### src/rtl/vwnm_pkg.sv
// Shared types, constants and helpers for the vertex weld / normal merge block.
package vwnm_pkg;

  localparam int CAPACITY_DEF  = 1024;
  localparam int SUM_WIDTH_DEF = 24;

  localparam int IDXW = 10;   // index fields on the channels
  localparam int QW   = 15;   // unit normal magnitude, 0..16384
  localparam int RHSW = 60;   // a^2 * 2^30

  localparam logic [QW-1:0] Q_ONE    = 15'd16384;
  localparam logic [31:0]   NEG_ZERO = 32'h8000_0000;

  localparam logic OP_ADD  = 1'b0;
  localparam logic OP_READ = 1'b1;

  localparam logic [1:0] ST_NEW    = 2'd0;
  localparam logic [1:0] ST_MATCH  = 2'd1;
  localparam logic [1:0] ST_FULL   = 2'd2;
  localparam logic [1:0] ST_BADIDX = 2'd3;

  typedef enum logic [3:0] {
    S_IDLE, S_SCAN, S_SUM_RD, S_SUM_WR, S_NEW, S_RD_WAIT,
    S_SHIFT, S_SQ, S_NSUM, S_FEED, S_DRAIN, S_DONE
  } vwnm_state_t;

  // one component travelling down the root-finding chain
  typedef struct packed {
    logic            valid;
    logic [1:0]      tag;
    logic [QW-1:0]   q;
    logic [RHSW-1:0] rhs;
    logic [31:0]     n;
  } vwnm_cell_t;

  function automatic logic [31:0] canon(input logic [31:0] v);
    return (v == NEG_ZERO) ? 32'd0 : v;
  endfunction

endpackage

### src/rtl/vwnm_cell.sv
// One cell of the unit-normal chain: settles one bit of q.
module vwnm_cell #(
  parameter int BIT = 14
) (
  input  logic                clk,
  input  logic                rst_n,
  input  vwnm_pkg::vwnm_cell_t din,
  output vwnm_pkg::vwnm_cell_t dout
);
  import vwnm_pkg::*;

  localparam logic [QW-1:0] STEP = QW'(1) << BIT;

  logic [QW-1:0] qt;
  logic [15:0]   t;
  logic          v1_r, v2_r, v3_r;
  vwnm_cell_t    d1_r, d2_r, d3_r;
  vwnm_cell_t    d3_nxt;
  logic [QW-1:0] qt1_r, qt2_r;
  logic          ok1_r, ok2_r;
  logic [31:0]   t2_r;
  logic [63:0]   prod_r;
  logic          pass;

  assign qt   = din.q | STEP;
  assign t    = {qt, 1'b0} - 16'd1;
  assign pass = ok2_r && (prod_r <= 64'(d2_r.rhs));

  always_ff @(posedge clk) begin
    if (!rst_n) begin
      v1_r <= 1'b0;
      v2_r <= 1'b0;
      v3_r <= 1'b0;
    end else begin
      v1_r <= din.valid;
      v2_r <= v1_r;
      v3_r <= v2_r;
    end
  end

  // keep the candidate bit only when the test passes
  always_comb begin
    d3_nxt   = d2_r;
    d3_nxt.q = pass ? qt2_r : d2_r.q;
  end

  // square, then scale by n, then decide
  always_ff @(posedge clk) begin
    d1_r   <= din;
    qt1_r  <= qt;
    ok1_r  <= (qt <= Q_ONE);
    t2_r   <= 32'(t) * 32'(t);
    d2_r   <= d1_r;
    qt2_r  <= qt1_r;
    ok2_r  <= ok1_r;
    prod_r <= 64'(t2_r) * 64'(d1_r.n);
    d3_r   <= d3_nxt;
  end

  always_comb begin
    dout       = d3_r;
    dout.valid = v3_r;
  end

endmodule

### config.mk
export PLATFORM = sky130hd
export DESIGN_NAME = vwnm_cell
export DESIGN_NICKNAME = d
export VERILOG_FILES = /design/src/rtl/vwnm_pkg.sv /design/src/rtl/vwnm_cell.sv
export SDC_FILE = /design/constraint.sdc
export NUM_CORES = 2
export LEC_CHECK = 0
export BUFFER_PORTS_ARGS = -buffer_cell sky130_fd_sc_hd__clkbuf_2
export CORE_ASPECT_RATIO = 0.7
export CORE_UTILIZATION = 60
export DETAILED_ROUTE_END_ITERATION = 8
export PLACE_DENSITY = 0.78
export SETUP_SLACK_MARGIN = 0.3
export SYNTH_ARGS = -nofsm -noshare
export SYNTH_HDL_FRONTEND = slang
export SYNTH_SLANG_ARGS = --single-unit
export TNS_END_PERCENT = 20
### constraint.sdc
create_clock -name clk -period 16.1 [get_ports clk]
set_input_delay 1.61 -clock clk [delete_from_list [all_inputs] [get_ports clk]]
set_output_delay 1.61 -clock clk [all_outputs]
set_load 0.03 [all_outputs]
After elaboration in Yosys (flattened, before gate mapping). Index checks and enable logic that the tools add are counted.

Register bits after elaboration: 456. Word-level logic and storage cells: 29. Output and inout port bits: 110. Input bits: 112.

Add/sub/neg operators: 1. $mul: 2. Reduce and logical (&&, ||, !) cells: 1. Muxes and demuxes: 1. $lt $le $gt $ge: 2.

Operators with widths (number): 64-bit by 60-bit less-or-equal comparator with 1-bit output (1); 32-bit by 32-bit multiplier with 64-bit output (1); 16-bit by 16-bit multiplier with 32-bit output (1); 16-bit by 1-bit subtractor with 16-bit output, second input constant (1); 15-bit less-or-equal comparator, second input constant (1); 14-bit 2-to-1 mux (1); 1-bit logical AND (1).

Logic depth before layout (Yosys ltp).
Depth after elaboration: 3. Depth in mapped cells: 31. Gate-level depth less buffers: 30.

Worst setup path before layout. No wires, ideal clock.

Path type: input-to-reg. From: input din[92] (netlist name). To: register t2_r[31]. Path buffers: 1. Library setup time: 120 ps. Required time: 15980 ps. Arrival: 8608 ps. Slack: 7372 ps. Stages on the path: 29. Cell sequence: clkbuf_1 > inv_1 > ha_1 > nand2_1 > or4_1 > or2_2 > xnor2_2 > inv_2 > nor2_1 > fa_1 > inv_1 > fa_1 > inv_1 > fa_1 > fa_1 > fa_1 > fa_1 > ha_1 > o21ai_1 > a21boi_0 > o21ai_1 > a2bb2oi_2 > nand3_1 > a311oi_2 > a21oi_1 > a311o_1 > o21bai_1 > a21oi_1 > xnor2_1.

Longest elaborated chain between the ends: 2.

RTL lines: start, declared (RTL line vwnm_cell.sv:7) `input vwnm_pkg::vwnm_cell_t din,`; 16-bit by 1-bit subtractor with 16-bit output (RTL line vwnm_cell.sv:26) `assign t = {qt, 1'b0} - 16'd1;`; 16-bit by 16-bit multiplier with 32-bit output (RTL line vwnm_cell.sv:52) `t2_r <= 32'(t) * 32'(t);`; end signal, assigned (RTL line vwnm_cell.sv:52); end, declared (RTL line vwnm_cell.sv:21) `logic [31:0] t2_r;`.

No other way between the ends. A chain may end at the register's enable or synchronous reset.

Worst setup path after layout. Ends and elaborated chain as after synthesis.

==> results.txt <==
Total grt overflow = 0
IO Count = 222
R2R Path Start = d1_r[5]
Max-slew headroom = 0.197
Mapped cell area = 49400 um^2
DPL Wire Length = 90200 um
Synthesized flop and latch total = 424
Yosys cell types = 78
Die X = 345 um
Clock Latency Late Sink = 0.60 ns
Crit path from = din[92]
Placed Cells = 6096
Startpoint types = input pin
Post-synth EDFFs = 0
Post-layout min period = 9.57 ns
Sequential area share after synthesis = 0.172
Final setup TNS = 0 ns
Core area = 81000 um^2
Post-CTS Setup Bufs = 0
DRC = 0
PortBufs = 221
GPL Wtd Cong = 0.913
Root Buffer = clkbuf_16
Vias in the first global route = 36589
Via count = 33405
Most frequent CP cell = fa_1
Flop-to-flop setup slack = 7.12 ns
Vias per Instance = 5.42
Initial core utilization = 0.610
Post-route ant nets = 0
Final setup vio count = 0
Reg2reg path depth = 25
Die Ht = 242 um
RSZ-0062 raised after global routing = false
Final nets = 6642
Worst-Margin Slew = 1.20 ns
First-pass GRT wire length = 195000 um
Crit path DAT = 10.02 ns
Status = completed
Final Hold Violating Endpoints = 0
Worst path slowest cell = xnor2_1
WL/cell = 19.2 um
Total routed wirelength = 119000 um
Req. time, crit path = 16.56 ns
Syn avg cell area = 9.93 um^2
CP endpoint = t2_r[31]
CTS max path bufs = 3
CTS tree = built
Post-synthesis net count = 6549
Worst Clk Skew = 0.0260 ns
Layout Cells excl Fill = 6167
Worst path max stage delay = 0.89 ns
Clk pin slew, worst setup/hold paths = 0.06 ns
First-pass iteration count of the detailed router = 6
Final Cycle Share = 0.594
GRT Total Usage = 0.298
Num rows = 87
Max Cap Violations = 0
Mapped Cells = 4978
Num CTS Buffers = 41
Crit path max fanout = 14
CTS H-tree depth = 2
CP Class = in -> reg
Initial DRC count = 2337
Family with the most delay on the worst path = adder cells
Largest net degree at the start of global routing = 33
Ys async rst share = 0
Worst Hold Class = reg -> reg
Final slew viol count = 0
Cts hold-fix bufs = 0
CP Buf/Inv Count = 5
Kind of end point of the critical path = register
Crit path depth = 28
Clk sinks = 424
Max frequency = 0.105 GHz
Initial antenna violation count = 1
RR Endpoint = prod_r[60]
Syn-to-layout area delta = 6.95%
Post-synth top flop = dfxtp_1
Resize count post-CTS = 0
Die Area = 83500 um^2
Yosys warnings = 0
Layout cell share with drive strength beyond 1 = 0.0794
## cells in the final DEF, fill, tap and decap left out, types with 4 or more instances in the layout
| master | instances |
|---|---|
| inv_1 | 1128 |
| fa_1 | 1028 |
| and2_1 | 580 |
| nand2_1 | 495 |
| ha_1 | 431 |
| dfxtp_1 | 400 |
| clkbuf_2 | 221 |
| nor2_1 | 109 |
| a21oi_1 | 103 |
| a21o_1 | 76 |
| xnor2_1 | 72 |
| buf_4 | 50 |
| clkbuf_16 | 42 |
| o21ai_0 | 40 |
| xor2_1 | 32 |
| nand4_1 | 29 |
| dfxtp_2 | 24 |
| nand3_1 | 21 |
| o21bai_1 | 14 |
| nand2b_1 | 12 |
| and3_1 | 12 |
| o21ai_1 | 12 |
| nor2b_1 | 11 |
| a211oi_1 | 10 |
| nor3_1 | 9 |
| o21a_1 | 9 |
| clkinv_2 | 6 |
| bufinv_16 | 6 |
| inv_2 | 5 |
| nor4_1 | 5 |
| o211ai_1 | 5 |
| o21ai_2 | 5 |
| clkbuf_8 | 5 |
| a21oi_2 | 4 |
| a31oi_1 | 4 |
| and4_1 | 4 |
| or3_1 | 4 |
## cells in the mapped netlist (all sizes together), types with 14 or more instances
cell type     n  area [um^2]
ha          431         5390
fa         1028        20600
o21ai        58          320
inv        1133         4250
xor2         32          280
nand2       495         1860
nand3        22          115
xnor2        75          691
nor2        110          415
a21o         76          571
nand4        29          181
and2        580         3630
dfxtp       424         8490
clkbuf      214          806
o21bai       14          105
a21oi       107          551
## stage by stage
step	util	hold slack, ns	setup slack (ns)	area (um^2)
after floorplan	-	0.310	7.37	49400
after global placement	0.635	0.310	6.34	51400
after detailed placement	0.635	0.312	6.09	51400
after CTS	0.653	0.303	6.68	52800
after global routing	0.653	0.304	6.01	52800
final	0.653	0.311	6.53	52800
## state kept, by name, indices dropped and copies added (netlist names)
name	flops
prod_r	62
d2_r	109
v3_r	1
v1_r	1
dout	109
ok1_r	1
ok2_r	1
d1_r	109
v2_r	1
t2_r	30
## layer usage
layer,vias to the layer above,track usage,share of wire
li1,14847,-,-
met1,16793,0.408,0.42
met2,1498,0.451,0.43
met3,263,0.0993,0.12
met4,4,0.0852,0.028
met5,-,0.00850,0.00093
## cell families after synthesis
logic type / after synthesis / share of synthesized area
other cells: 1 / 0.0000759
compound gates: 322 / 0.0435
xor+xnor: 107 / 0.0196
buf+inv: 1354 / 0.103
flops: 424 / 0.172
simple gates: 1311 / 0.136
fa+ha+maj: 1459 / 0.526
## worst reg2reg max path: cells and delay by family (launching register included)
family / cells / cell delay (ns)
adder cells (fa/ha/maj): 9 / 4.30
buffers and inverters: 4 / 0.23
XOR/XNOR: 1 / 0.20
flip-flops: 1 / 1.11
AND/OR/NAND/NOR: 5 / 0.87
AO/OA/AOI/OAI: 6 / 2.18
## worst min-delay path by stage
stage,depth (start not counted),slack (ns),end,from
4_1_cts,0,0.30,d2_r[34],d1_r[34]
5_1_grt,0,0.30,d2_r[34],d1_r[34]
3_3_place_gp,0,0.31,dout[19],d2_r[19]
3_5_place_dp,0,0.31,d2_r[41],d1_r[41]
6_report,0,0.31,d2_r[34],d1_r[34]
2_1_floorplan,0,0.31,d2_r[100],d1_r[100]
## final cells by class
class                   instances  area, um^2
diodes                          1        2.50
clock buffers                  50        1130
clock inverters                20         303
fillers                      6375       28100
inverters                    1133        4250
multi-input cells            3200       35800
flip-flops and latches        424        8520
well taps                    1068        1340
repair buffers                271        1480
Power is not shown: default switching activity piles up to over one toggle a cycle in this logic, so the estimate is an artifact.
